$ cat src/rtl/rcfd_pkg.sv
// Package with shared widths, register indexes and decode helpers for the frame decoder.
`timescale 1ns / 1ps
package rcfd_pkg;

    localparam int FRAME_BYTES_DEF = 18;
    localparam int DEC_BYTES       = 18;
    localparam int CH_W            = 11;
    localparam int SW_W            = 2;
    localparam int AXIS_W          = 16;
    localparam int BK_W            = 32;
    localparam int LIM_W           = 15;
    localparam int DB_W            = 8;
    localparam int CFG_IDX_W       = 2;
    localparam int CFG_DATA_W      = 16;
    localparam int S_TDATA_W       = 8;
    localparam int S_TUSER_W       = 2;
    localparam int M_TDATA_W       = 144;
    localparam int M_TUSER_W       = 1;

    localparam logic [CH_W-1:0]  CENTER        = 11'd1024;
    localparam logic [CH_W-1:0]  CH_MIN_RST    = 11'd364;
    localparam logic [CH_W-1:0]  CH_MAX_RST    = 11'd1684;
    localparam logic [DB_W-1:0]  DB_RST        = 8'd3;
    localparam logic [LIM_W-1:0] LIM_RST       = 15'd25000;
    localparam logic [SW_W-1:0]  SW_RST        = 2'd3;

    typedef enum logic [CFG_IDX_W-1:0] {
        CFG_CH_MIN   = 2'd0,
        CFG_CH_MAX   = 2'd1,
        CFG_DEADBAND = 2'd2,
        CFG_MOUSE_LIM = 2'd3
    } cfg_idx_t;

    typedef logic [7:0] byte_t;

    // Snap a channel to center when it lies within the deadband.
    function automatic logic [CH_W-1:0] snap_ch(input logic [CH_W-1:0] ch,
                                                input logic [DB_W-1:0] d);
        logic [CH_W:0] ch_x;
        logic [CH_W:0] d_x;
        logic [CH_W:0] c_x;
        ch_x = {1'b0, ch};
        d_x  = {{(CH_W+1-DB_W){1'b0}}, d};
        c_x  = {1'b0, CENTER};
        if ((ch_x + d_x >= c_x) && (ch_x <= c_x + d_x)) begin
            snap_ch = CENTER;
        end else begin
            snap_ch = ch;
        end
    endfunction

    // Clamp a signed axis to plus or minus the limit.
    function automatic logic [AXIS_W-1:0] clamp_axis(input logic [AXIS_W-1:0] v,
                                                     input logic [LIM_W-1:0] lim);
        logic signed [AXIS_W:0] v_x;
        logic signed [AXIS_W:0] l_x;
        logic signed [AXIS_W:0] nl_x;
        v_x  = signed'({v[AXIS_W-1], v});
        l_x  = signed'({2'b00, lim});
        nl_x = -l_x;
        if (v_x > l_x) begin
            clamp_axis = l_x[AXIS_W-1:0];
        end else if (v_x < nl_x) begin
            clamp_axis = nl_x[AXIS_W-1:0];
        end else begin
            clamp_axis = v;
        end
    endfunction

endpackage

$ cat src/rtl/rc_receiver_frame_decoder_unit.sv
// Remote-control receiver frame decoder: byte collection, field decode, checks and held values.
// The last byte of a frame sets a pending flag; the result word is registered from it once the output is free.
// Throughput: one input word per cycle when not stalled; a frame of FRAME_BYTES words gives one result word.
// Input is stalled only while a decoded result waits and the output word is not taken.
// Reset is synchronous and active low; it clears the byte count, the output valid,
// restores the register defaults and sets the held values to center, 3 and zero.
`timescale 1ns / 1ps
module rc_receiver_frame_decoder_unit
    import rcfd_pkg::*;
#(
    parameter int FRAME_BYTES = FRAME_BYTES_DEF
) (
    input  logic                  aclk,
    input  logic                  aresetn,
    input  logic                  s_tvalid,
    output logic                  s_tready,
    input  logic [S_TDATA_W-1:0]  s_tdata,   // rx_byte[7:0]
    input  logic [S_TUSER_W-1:0]  s_tuser,   // frame_start, hold_ch0
    output logic                  m_tvalid,
    input  logic                  m_tready,
    output logic [M_TDATA_W-1:0]  m_tdata,   // stick_ch0..3, switch_left, switch_right,
                                             // wheel, mouse_x, mouse_y, mouse_z,
                                             // buttons_keys, zero fill
    output logic [M_TUSER_W-1:0]  m_tuser,   // frame_valid
    input  logic                  cfg_valid,
    output logic                  cfg_ready,
    input  logic [CFG_IDX_W-1:0]  cfg_index,
    input  logic [CFG_DATA_W-1:0] cfg_data
);

    localparam int CNT_W = $clog2(FRAME_BYTES);
    localparam logic [CNT_W-1:0] LAST_IDX = CNT_W'(FRAME_BYTES - 1);

    logic [CH_W-1:0]  ch_min_reg;
    logic [CH_W-1:0]  ch_max_reg;
    logic [DB_W-1:0]  db_reg;
    logic [LIM_W-1:0] lim_reg;

    logic [CNT_W-1:0] cnt_reg;
    logic [CNT_W-1:0] cnt_base;
    logic [CNT_W-1:0] cnt_next;
    logic             cnt_last;
    byte_t            fb_reg [DEC_BYTES];

    logic             pend_reg;
    logic             hold_reg;
    logic             m_tvalid_reg;
    logic             fvalid_reg;

    logic [CH_W-1:0]   hch_reg [4];
    logic [CH_W-1:0]   wheel_reg;
    logic [SW_W-1:0]   hsl_reg;
    logic [SW_W-1:0]   hsr_reg;
    logic [AXIS_W-1:0] hmx_reg;
    logic [AXIS_W-1:0] hmy_reg;
    logic [AXIS_W-1:0] hmz_reg;
    logic [BK_W-1:0]   hbk_reg;

    logic             s_acc;
    logic             out_free;
    logic             dec_fire;
    logic [CH_W-1:0]  dch [4];
    logic [CH_W-1:0]  ch0_sel;
    logic [SW_W-1:0]  dsl;
    logic [SW_W-1:0]  dsr;
    logic             dok;

    assign cfg_ready = 1'b1;
    assign out_free  = !m_tvalid_reg || m_tready;
    assign dec_fire  = pend_reg && out_free;
    assign s_tready  = !pend_reg || out_free;
    assign s_acc     = s_tvalid && s_tready;

    assign cnt_base = s_tuser[0] ? '0 : cnt_reg;
    assign cnt_last = (cnt_base == LAST_IDX);
    assign cnt_next = cnt_last ? '0 : cnt_base + CNT_W'(1);

    assign dch[0] = {fb_reg[1][2:0], fb_reg[0]};
    assign dch[1] = {fb_reg[2][5:0], fb_reg[1][7:3]};
    assign dch[2] = {fb_reg[4][0], fb_reg[3], fb_reg[2][7:6]};
    assign dch[3] = {fb_reg[5][3:0], fb_reg[4][7:1]};
    assign dsl    = fb_reg[5][7:6];
    assign dsr    = fb_reg[5][5:4];

    always_comb begin
        dok = (dsl != '0) && (dsr != '0);
        for (int i = 0; i < 4; i++) begin
            if ((dch[i] < ch_min_reg) || (dch[i] > ch_max_reg)) begin
                dok = 1'b0;
            end
        end
    end

    assign ch0_sel = hold_reg ? hch_reg[0] : dch[0];

    always_ff @(posedge aclk) begin
        if (!aresetn) begin
            ch_min_reg <= CH_MIN_RST;
            ch_max_reg <= CH_MAX_RST;
            db_reg     <= DB_RST;
            lim_reg    <= LIM_RST;
        end else if (cfg_valid) begin
            case (cfg_idx_t'(cfg_index))
                CFG_CH_MIN:    ch_min_reg <= cfg_data[CH_W-1:0];
                CFG_CH_MAX:    ch_max_reg <= cfg_data[CH_W-1:0];
                CFG_DEADBAND:  db_reg     <= cfg_data[DB_W-1:0];
                CFG_MOUSE_LIM: lim_reg    <= cfg_data[LIM_W-1:0];
                default:       ;
            endcase
        end
    end

    always_ff @(posedge aclk) begin
        if (!aresetn) begin
            cnt_reg  <= '0;
            pend_reg <= 1'b0;
        end else begin
            if (s_acc) begin
                cnt_reg <= cnt_next;
            end
            if (s_acc && cnt_last) begin
                pend_reg <= 1'b1;
            end else if (dec_fire) begin
                pend_reg <= 1'b0;
            end
        end
    end

    always_ff @(posedge aclk) begin
        if (s_acc) begin
            for (int i = 0; i < DEC_BYTES; i++) begin
                if ({{(8-CNT_W){1'b0}}, cnt_base} == 8'(i)) begin
                    fb_reg[i] <= s_tdata;
                end
            end
            if (cnt_last) begin
                hold_reg <= s_tuser[1];
            end
        end
    end

    always_ff @(posedge aclk) begin
        if (!aresetn) begin
            m_tvalid_reg <= 1'b0;
            fvalid_reg   <= 1'b0;
            for (int i = 0; i < 4; i++) begin
                hch_reg[i] <= CENTER;
            end
            wheel_reg <= CENTER;
            hsl_reg   <= SW_RST;
            hsr_reg   <= SW_RST;
            hmx_reg   <= '0;
            hmy_reg   <= '0;
            hmz_reg   <= '0;
            hbk_reg   <= '0;
        end else begin
            if (dec_fire) begin
                m_tvalid_reg <= 1'b1;
                fvalid_reg   <= dok;
                if (dok) begin
                    hch_reg[0] <= snap_ch(ch0_sel, db_reg);
                    for (int i = 1; i < 4; i++) begin
                        hch_reg[i] <= snap_ch(dch[i], db_reg);
                    end
                    wheel_reg <= {fb_reg[17][2:0], fb_reg[16]};
                    hsl_reg   <= dsl;
                    hsr_reg   <= dsr;
                    hmx_reg   <= clamp_axis({fb_reg[7], fb_reg[6]}, lim_reg);
                    hmy_reg   <= clamp_axis({fb_reg[9], fb_reg[8]}, lim_reg);
                    hmz_reg   <= {fb_reg[11], fb_reg[10]};
                    hbk_reg   <= {fb_reg[13], fb_reg[12], fb_reg[15], fb_reg[14]};
                end
            end else if (m_tready) begin
                m_tvalid_reg <= 1'b0;
            end
        end
    end

    // Held values change only when a new result word is loaded, so they form the output word.
    assign m_tvalid = m_tvalid_reg;
    assign m_tuser  = fvalid_reg;
    assign m_tdata  = {5'b0, hbk_reg, hmz_reg, hmy_reg, hmx_reg, wheel_reg, hsr_reg, hsl_reg,
                       hch_reg[3], hch_reg[2], hch_reg[1], hch_reg[0]};

endmodule

$ cat config.mk
export PLATFORM = sky130hd
export DESIGN_NAME = rc_receiver_frame_decoder_unit
export DESIGN_NICKNAME = d
export VERILOG_FILES = /design/src/rtl/rcfd_pkg.sv /design/src/rtl/rc_receiver_frame_decoder_unit.sv
export SDC_FILE = /design/constraint.sdc
export NUM_CORES = 1
export LEC_CHECK = 0
export BUFFER_PORTS_ARGS = -buffer_cell sky130_fd_sc_hd__buf_2
export CORE_ASPECT_RATIO = 0.6
export CORE_MARGIN = 2
export CORE_UTILIZATION = 55
export CTS_CLUSTER_DIAMETER = 50
export CTS_CLUSTER_SIZE = 28
export DETAILED_ROUTE_END_ITERATION = 12
export PLACE_DENSITY = 0.75
export SYNTH_ARGS = -nofsm -noshare
export SYNTH_HDL_FRONTEND = slang
export SYNTH_SLANG_ARGS = --single-unit
$ cat constraint.sdc
create_clock -name aclk -period 5.08 [get_ports aclk]
set_input_delay 0.508 -clock aclk [delete_from_list [all_inputs] [get_ports aclk]]
set_output_delay 0.508 -clock aclk [all_outputs]
set_load 0.005 [all_outputs]
Word-level counts from Yosys, hierarchy flattened
Memory sizes are Yosys's and may differ from the RTL's. A register that Yosys moved wholly into a read port is not among the register bits.
Index checks and enable logic that the tools add are counted.
W data, S select, Z words.
{"block": "totals", "wordCells": 264, "output_inout_bits": 148, "ff_bits": 90, "memories": 2, "latchBits": 0, "input_bits": 33, "ram_bits": 188, "mem_bits_ro": 0}
{"block": "op_classes", "n_shift": 0, "n_bitwise": 4, "multipliers": 0, "eq_ne": 20, "n_addsub": 7, "n_lt_le_gt_ge": 20, "div_mod_pow": 0, "n_mux": 145, "n_reduce_logical": 53}
{"name": "fb_reg", "depth": 18, "width": 8, "rd": 18, "rd_ports_with_merged_regs": 8, "write_ports": 1, "line": "rc_receiver_frame_decoder_unit.sv:43", "rtl": "byte_t fb_reg [DEC_BYTES];"}
{"name": "hch_reg", "depth": 4, "width": 11, "rd": 4, "rd_ports_with_merged_regs": 0, "write_ports": 4, "line": "rc_receiver_frame_decoder_unit.sv:50", "rtl": "logic [CH_W-1:0] hch_reg [4];"}
{"operator": "$mux W11", "n": 21}
{"operator": "$mux W8", "n": 17}
{"operator": "$reduce_or A8 Y1", "n": 17}
{"operator": "$mux W5", "n": 19}
{"operator": "$mux W1", "n": 84}
{"operator": "$mux W16", "n": 4}
{"operator": "$add A11 B8 Y12", "n": 4}
{"operator": "$ge A12 B11 Y1 const B", "n": 4}
{"operator": "$le A11 B12 Y1", "n": 4}
{"operator": "$gt A11 B11 Y1", "n": 4}
{"operator": "$lt A11 B11 Y1", "n": 4}
{"operator": "$eq A5 B4 Y1 const B", "n": 8}
{"operator": "$lt A16 B17 Y1", "n": 2}
{"operator": "$gt A16 B16 Y1", "n": 2}
{"operator": "$eq A5 B3 Y1 const B", "n": 4}
{"operator": "$neg A15 Y17", "n": 1}
{"operator": "$add A11 B8 Y12 const A", "n": 1}
{"operator": "$reduce_and A2 Y1", "n": 6}
{"operator": "$eq A5 B2 Y1 const B", "n": 2}
{"operator": "$eq A5 B5 Y1 const B", "n": 2}
{"operator": "$logic_not A1 Y1", "n": 10}
{"operator": "$logic_and A1 B1 Y1", "n": 8}
{"operator": "$reduce_bool A2 Y1", "n": 4}
{"operator": "$logic_or A1 B1 Y1", "n": 6}
{"operator": "7 further kinds", "n": 11}

Depth between registers and ports, before layout
Gate-level depths: netlist (run 1).
{"block": "logic_depth", "depth_word": 24, "depth_mapped": 18, "depth_no_buf": 17}

Worst setup path before layout (run 1)
OpenSTA, ideal clock, no wires.
{"block": "synth_timing", "kind": "reg-to-reg", "from": "memory fb_reg[5][1] in the netlist's numbering", "to": "memory hch_reg[0][0], enable pin", "arrival_time_ns": 3.770, "n_path_buf": 2, "period_less_slack_ns": 4.172, "path_stages_with_launch": 11, "setup_ns": 0.402, "slack_ns": 0.908, "required_ns": 4.678, "path_cell_list": "edfxtp_1 -> ha_1 -> a211oi_1 -> and3_1 -> or4_1 -> or4_1 -> or4_4 -> o21a_1 -> buf_2 -> buf_2 -> inv_1"}
{"item": "start, declared", "line": "rc_receiver_frame_decoder_unit.sv:43"}
{"item": "end, declared", "line": "rc_receiver_frame_decoder_unit.sv:50"}

Worst setup path in the final report (run 1)
{"block": "layout_timing", "from": "register lim_reg[1]", "to": "register hmy_reg[11]"}
{"block": "layout_between", "elab_chain_cells": 4, "word_cells_on_any_way": 5, "classes_between": "1 x add/sub; 2 x order compare; 2 x mux"}
{"item": "start, declared", "line": "rc_receiver_frame_decoder_unit.sv:37", "rtl": "logic [LIM_W-1:0] lim_reg;"}
{"item": "start signal, assigned", "line": "rc_receiver_frame_decoder_unit.sv:107", "rtl": "CFG_MOUSE_LIM: lim_reg <= cfg_data[LIM_W-1:0];"}
{"item": "$neg A15 Y17", "line": "rcfd_pkg.sv:60", "rtl": "nl_x = -l_x;"}
{"item": "$lt A16 B17 Y1", "line": "rcfd_pkg.sv:63", "rtl": "end else if (v_x < nl_x) begin"}
{"item": "$mux W16", "line": "rcfd_pkg.sv:63"}
{"item": "$mux W16 (*)", "line": "rcfd_pkg.sv:61", "rtl": "if (v_x > l_x) begin"}
{"item": "end signal, assigned", "line": "rc_receiver_frame_decoder_unit.sv:169", "rtl": "hmy_reg <= clamp_axis({fb_reg[9], fb_reg[8]}, lim_reg);"}
{"item": "end, declared", "line": "rc_receiver_frame_decoder_unit.sv:55", "rtl": "logic [AXIS_W-1:0] hmy_reg;"}
Mark *: on every way between the ends. The rest lies on a longest branch, timed or not.
A chain may end at the register's enable or synchronous reset.

==> results of run 1 <==
-- power groups by stage --
| stage | sequential [mW] | combinational, mW | clock (mW) |
|---|---|---|---|
| final | 2.89 | 0.393 | 2.20 |
| after global routing | 2.90 | 0.431 | 2.32 |
| after CTS | 2.89 | 0.383 | 2.21 |
| after detailed placement | 2.95 | 0.380 | 0 |
| after global placement | 2.95 | 0.370 | 0 |
| after floorplan | 2.94 | 0.232 | 0 |
-- cell families (layout without fill, tap and decap cells) --
| family | after synthesis | after routing | synth area share (%) |
|---|---|---|---|
| other cells | 2 | 7 | 0.04487 |
| mux | 13 | 13 | 0.8373 |
| xor+xnor | 13 | 13 | 0.6803 |
| simple gates | 421 | 421 | 12.57 |
| fa+ha+maj | 217 | 217 | 16.40 |
| flops | 332 | 332 | 50.71 |
| buf+inv | 136 | 326 | 3.386 |
| compound gates | 366 | 366 | 15.37 |
-- metrics by stage --
step / std cells / hold WS [ps]
final: 2103 / 110.6
after global placement: 2056 / 434.5
after global routing: 2103 / 96.20
after detailed placement: 2056 / 444.6
after CTS: 2102 / 91.78
after floorplan: 1504 / 429.4
-- path summary, 6_finish.rpt --
check / startpoint / endpoint / slack, ps / cells past startpoint
hold reg to reg: ch_max_reg[6] / ch_max_reg[6] / 460 / 2
hold / removal: s_tuser[1] / hold_reg / 110 / 1
setup reg to reg: lim_reg[1] / hmy_reg[11] / 830 / 17
setup / recovery: lim_reg[1] / hmy_reg[11] / 830 / 17
-- worst max-delay path, stage by stage, from the launching register on --
cell	delay [ps]
dfxtp_1	360
inv_1	170
ha_1	310
nand2_1	120
nor3_1	330
nand3_1	260
nor4_1	290
xnor2_1	280
ha_1	330
a21o_1	170
a2111o_1	450
a31oi_1	140
o21ai_0	120
nand2_1	200
nand2_1	80
buf_4	190
or3_1	320
nand3_1	80
-- cell usage in the layout, fill, tap and decap left out, types with 22 or more instances in the layout --
cell type,instances
ha_1,213
edfxtp_1,184
buf_2,173
dfxtp_1,148
nand2_1,147
a21oi_1,86
inv_1,81
a22o_1,73
nor2_1,67
nand3_1,44
o21ai_0,42
o211ai_1,27
nand4_1,26
clkbuf_16,25
nor2b_1,23
nand2b_1,23
buf_4,23
o21a_1,22
-- area by class of cell --
class	instances	area, µm²
timing repair buffer	198	1079
inverter	82	307.8
tap	408	510.5
multi-input combinational	1036	7717
antenna	1	2.502
fill	2442	10900
sequential	332	8488
clock inverter	20	287.8
clock buffer	26	629.4
-- synth_stat cells, types with 5 or more instances --
library cell    n
and2_1         21
buf_2          12
nand2_1       147
o21ai_0        42
nor2b_1        23
mux2_2          8
inv_1          82
mux2i_1         5
a211oi_1       13
and3_1          8
nor4_1          6
clkbuf_1       32
o211ai_1       27
ha_1          213
dfxtp_1       148
nor3_1         20
nand3_1        44
buf_4           7
nand4_1        26
o22a_1          5
nand2b_1       23
o31ai_1         8
edfxtp_1      184
a22o_1         73
nor2_1         67
xnor2_1        12
nand3b_1        6
a22oi_1        17
a31oi_1        11
o21bai_1        8
a21oi_1        86
a21o_1         18
o21a_1         23
-- metal layers --
metal	up-vias	global-route usage, %	wire length (µm)
li1	5907	-	-
met2	745	40.03	18850
met4	2	6.118	986
met5	-	0	16
met1	6201	47.82	22470
met3	82	11.88	7352
==> summary.txt, run 1 <==
Outcome = complete, no violations
Routed len/inst = 23.62 µm
Sequential power share = 52.8%
Largest area contributor in the netlist = edfxtp_1
Global route overflow = 0
Post-route cell area = 19020 µm²
Top-area cell type share of the netlist area = 33.01%
# DRC = 0
Max reg flops = 139
Slew Viols, Final = 0
Total track usage = 30.78%
Power share of the clock group = 40.1%
Input/output buffers = 173
Net load switching power = 1.436 mW
Number of global-route vias before repair = 12000
Postcts setup bufs = 0
Syn. warnings = 0
Ys flop type = edfxtp_1
Post-synth EDFFs = 184
Die H = 139.1 µm
Initial Utilization = 55.94%
Via density = 6.152
Period minus WS final = 4251 ps
Initial antenna violation count = 3
Combinational Power Share = 7.2%
Antenna Violating Nets Remaining = 0
DP Wirelength = 36.54 mm
Clock skew = 36.44 ps
Clock Latency Late Sink = 580 ps
TritonCTS clock tree = yes
Setup TNS = 0 ps
Power per cell area = 288.2 nW/µm²
Num ports = 181
Mapped Area = 16740 µm²
Area Overhead vs Synth = 13.65%
Synthesized flop and latch total = 332
CTS clk-pin slew, worst paths = 90 ps
DP Area = 18100 µm²
Cell count after synthesis = 1500
Routed WL = 49.67 mm
Num rows = 49
Period Utilization, post-route = 83.68%
Startpoint Class = register
# setup viols final = 0
CP Class = reg -> reg
Cts repair resizes = 0
Place WS = 934.3 ps
1st-iter DRT viols = 1323
Final WS setup = 829.3 ps
Die width = 229.2 µm
RSZ-0062 raised after global routing = false
Hold-fix buffers, CTS = 0
Pint = 4.046 mW
Die ar. = 31890 µm²
DRT Pass-1 Iters = 6
Share of cells above drive strength 1 = 15.70%
Critical Path RT = 5580 ps
Total Power = 5.482 mW
H-Tree Depth = 1
Worst slew pin tran = 1150 ps
Mean Syn Cell Area = 11.16 µm²
Fmax = 235.3 MHz
Gpl congestion = 1.008
Area contributors post-synth = edfxtp_1, dfxtp_1, ha_1
Final number of hold-violating endpoints = 0
Pin count of the biggest net entering global routing = 92
Fraction of registers with async set/reset = 0%
Worst hold-check path type = in -> reg
Leakage = 7.987 nW
Peak VDD IR = 0.2491 mV
Sequential area share after synthesis = 50.71%
Final core utilization = 63.58%
Via count = 12940
Longest Clk Path Bufs = 3
CP endpoint kind = register
Clock root buffer = clkbuf_16
CP Max Fanout = 13
Total CTS buffers = 25
Sw Share = 26.20%
Max-cap violations = 0
Crit path DAT = 4750 ps
Yosys cell types = 68
Core area = 29920 µm²
Global-route wire length before repair = 73.84 mm
Slew margin rel. = 23.34%
# nets final = 1925
Clock Sink Count = 332
(Power assumes the default switching activity.)
==> inputs of run 2 (changes only) <==
--- a/config.mk
+++ b/config.mk
@@ -8,11 +8,11 @@
 export BUFFER_PORTS_ARGS = -buffer_cell sky130_fd_sc_hd__buf_2
 export CORE_ASPECT_RATIO = 0.6
 export CORE_MARGIN = 2
-export CORE_UTILIZATION = 55
+export CORE_UTILIZATION = 54
 export CTS_CLUSTER_DIAMETER = 50
 export CTS_CLUSTER_SIZE = 28
 export DETAILED_ROUTE_END_ITERATION = 12
-export PLACE_DENSITY = 0.75
+export PLACE_DENSITY = 0.77
 export SYNTH_ARGS = -nofsm -noshare
 export SYNTH_HDL_FRONTEND = slang
 export SYNTH_SLANG_ARGS = --single-unit
==> constraint.sdc (replaced) <==
create_clock -name aclk -period 3.41 [get_ports aclk]
set_input_delay 0.341 -clock aclk [delete_from_list [all_inputs] [get_ports aclk]]
set_output_delay 0.341 -clock aclk [all_outputs]
set_load 0.005 [all_outputs]
==> summary.txt, run 2 (synthesized netlist as in run 1, its figures left out) <==
Clock Sink Count = 332
Crit-path max cell delay = 460 ps
1st-iter DRT viols = 1585
Min-delay src = cfg_data[11]
Worst hold path stage count = 3
Most frequent cells in the layout = ha_1, edfxtp_1, buf_2, dfxtp_1, nand2_1
Fillers = 2250
Routed len/inst = 24.23 µm
Initial antenna violation count = 1
Input/output buffers = 173
Die H = 140.4 µm
Gpl congestion = 0.9727
Fin Hold WS = 14.71 ps
Bufs and invs on worst path = 4
Slew margin rel. = 44.26%
Register Area = 8491 µm²
Post-route cell area = 20590 µm²
Area Overhead vs Synth = 23.05%
DP Area = 19120 µm²
Clock Latency Late Sink = 590 ps
Share of cells above drive strength 1 = 24.92%
Die ar. = 32470 µm²
Grt met2 use = 42.70%
DRT Pass-1 Iters = 5
WP depth = 12
Commonest non-fill, non-tap cell in the layout = ha_1
Leakage = 8.810 nW
Final number of hold-violating endpoints = 0
Multi-input logic area = 8025 µm²
CP Class = reg -> reg
DP Wirelength = 40.24 mm
Total CTS buffers = 24
RSZ-0062 raised after global routing = true
Core area = 30230 µm²
CP endpoint kind = register
Fmax = 288.4 MHz
CP delay by family, top = simple AND/OR/NAND/NOR gates
Via density = 6.166
Period minus WS final = 3468 ps
Global route overflow = 0
Outcome = finished, violations left
Hold path endpoint = lim_reg[11]
Max-cap violations = 0
Place WS = -62.94 ps
Crit path DAT = 3920 ps
Pin count of the biggest net entering global routing = 51
TritonCTS clock tree = yes
Number of global-route vias before repair = 12820
Reg2Reg Setup Slack = -60 ps
Antenna Violating Nets Remaining = 0
Via count = 13820
Total track usage = 32.59%
Power per cell area = 394.1 nW/µm²
Slowest CP cell = edfxtp_1
CP Max Fanout = 5
Final WS setup = -57.76 ps
Max reg flops = 139
Startpoint Class = register
Setup TNS = -952.3 ps
Reg2Reg Depth = 12
Die width = 231.3 µm
Period Utilization, post-route = 101.7%
Antenna cells = 0
Num ports = 181
Failing checks = negative setup slack
Worst slew pin tran = 833.0 ps
Worst hold-check path type = in -> reg
Reg-to-Reg End = hch_reg[3][9]
Critical Path RT = 3860 ps
# DRC = 0
H-Tree Depth = 1
Longest Clk Path Bufs = 3
# nets final = 2066
Final core utilization = 68.14%
Routed WL = 54.33 mm
GRT met3 Usage = 11.87%
GR peak layer = met1
Clock root buffer = clkbuf_16
Num rows = 49
Reg-to-Reg Start = fb_reg[5][1]
Initial Utilization = 55.38%
# setup viols final = 53
Global-route wire length before repair = 78.90 mm
CP most frequent cell = or4_1
Met1 Usage GRT = 50.62%
Cell Chain, Critical Path = ha_4 > nand2_1 > and3_4 > or4_1 > or4_1 > or4_4 > buf_6 > nor3_4 > buf_12 > buf_2 > buf_4 > and3_1
Slew Viols, Final = 0
Peak VDD IR = 0.4060 mV
Clock skew = 41.26 ps
CTS clk-pin slew, worst paths = 100 ps
==> run 2: changes by cell type in the layout (fill, tap and decap cells not counted), moves of 5 or more <==
cell	change
buf_6	+5
buf_4	+114
nor3_2	+7
nor2_1	-6
xnor2_1	-5
buf_12	+15
nor2_2	+5
xnor2_2	+5
nor3_1	-8
==> run 2: layout make-up <==
| class | instances | area share [%] |
|---|---|---|
| sequential | 332 | 41.23 |
| multi-input combinational | 1037 | 38.97 |
| timing repair buffer | 339 | 11.67 |
| clock buffer | 25 | 2.983 |
| tap | 408 | 2.479 |
| inverter | 82 | 1.513 |
| clock inverter | 19 | 1.160 |
==> run 2: worst max-delay path by stage <==
stage / from / end / slack (ps)
floorplan: fb_reg[5][1] / hch_reg[0][0] / -60
global placement: ch_min_reg[10] / hmx_reg[4] / 20
detailed placement: ch_min_reg[10] / hch_reg[1][6] / -60
CTS: fb_reg[5][1] / hch_reg[1][6] / -20
global route: fb_reg[4][0] / hch_reg[0][3] / -160
finish: fb_reg[5][1] / hch_reg[3][9] / -60
==> run 2: power breakdown <==
group	internal [mW]	leakage (nW)	total (mW)	switching (mW)
logic	0.275	5.49	0.725	0.450
clock network	1.44	0.417	3.09	1.65
registers	4.26	2.90	4.30	0.0366
total	5.98	8.81	8.12	2.14
==> run 2: metrics by stage <==
stage          instances  power, mW
2_1_floorplan       1504      4.731
3_3_place_gp        2175      5.020
3_5_place_dp        2175      5.042
4_1_cts             2226      8.107
5_1_grt             2242      8.374
6_report            2242      8.116
==> run 2: timing repair <==
item,CTS,global route
gates resized for setup,8,72
pin swaps,4,21
endpoints found under the hold margin,1,0
endpoints found under the setup margin,69,134
hold buffers,1,0
cloned,2,3
buffers inserted,4,13
==> run 2: layer usage <==
metal / up-vias / routed length [µm]
li1: 6203 / -
met1: 6699 / 24420
met2: 836 / 20900
met3: 84 / 8049
met4: 2 / 947
met5: - / 13
==> run 2: tightest hold or removal path: cells and delay by family <==
family                 cells  cell delay (ps)
AND/OR/NAND/NOR            1               40
buffers and inverters      1              100
AO/OA/AOI/OAI              1               50
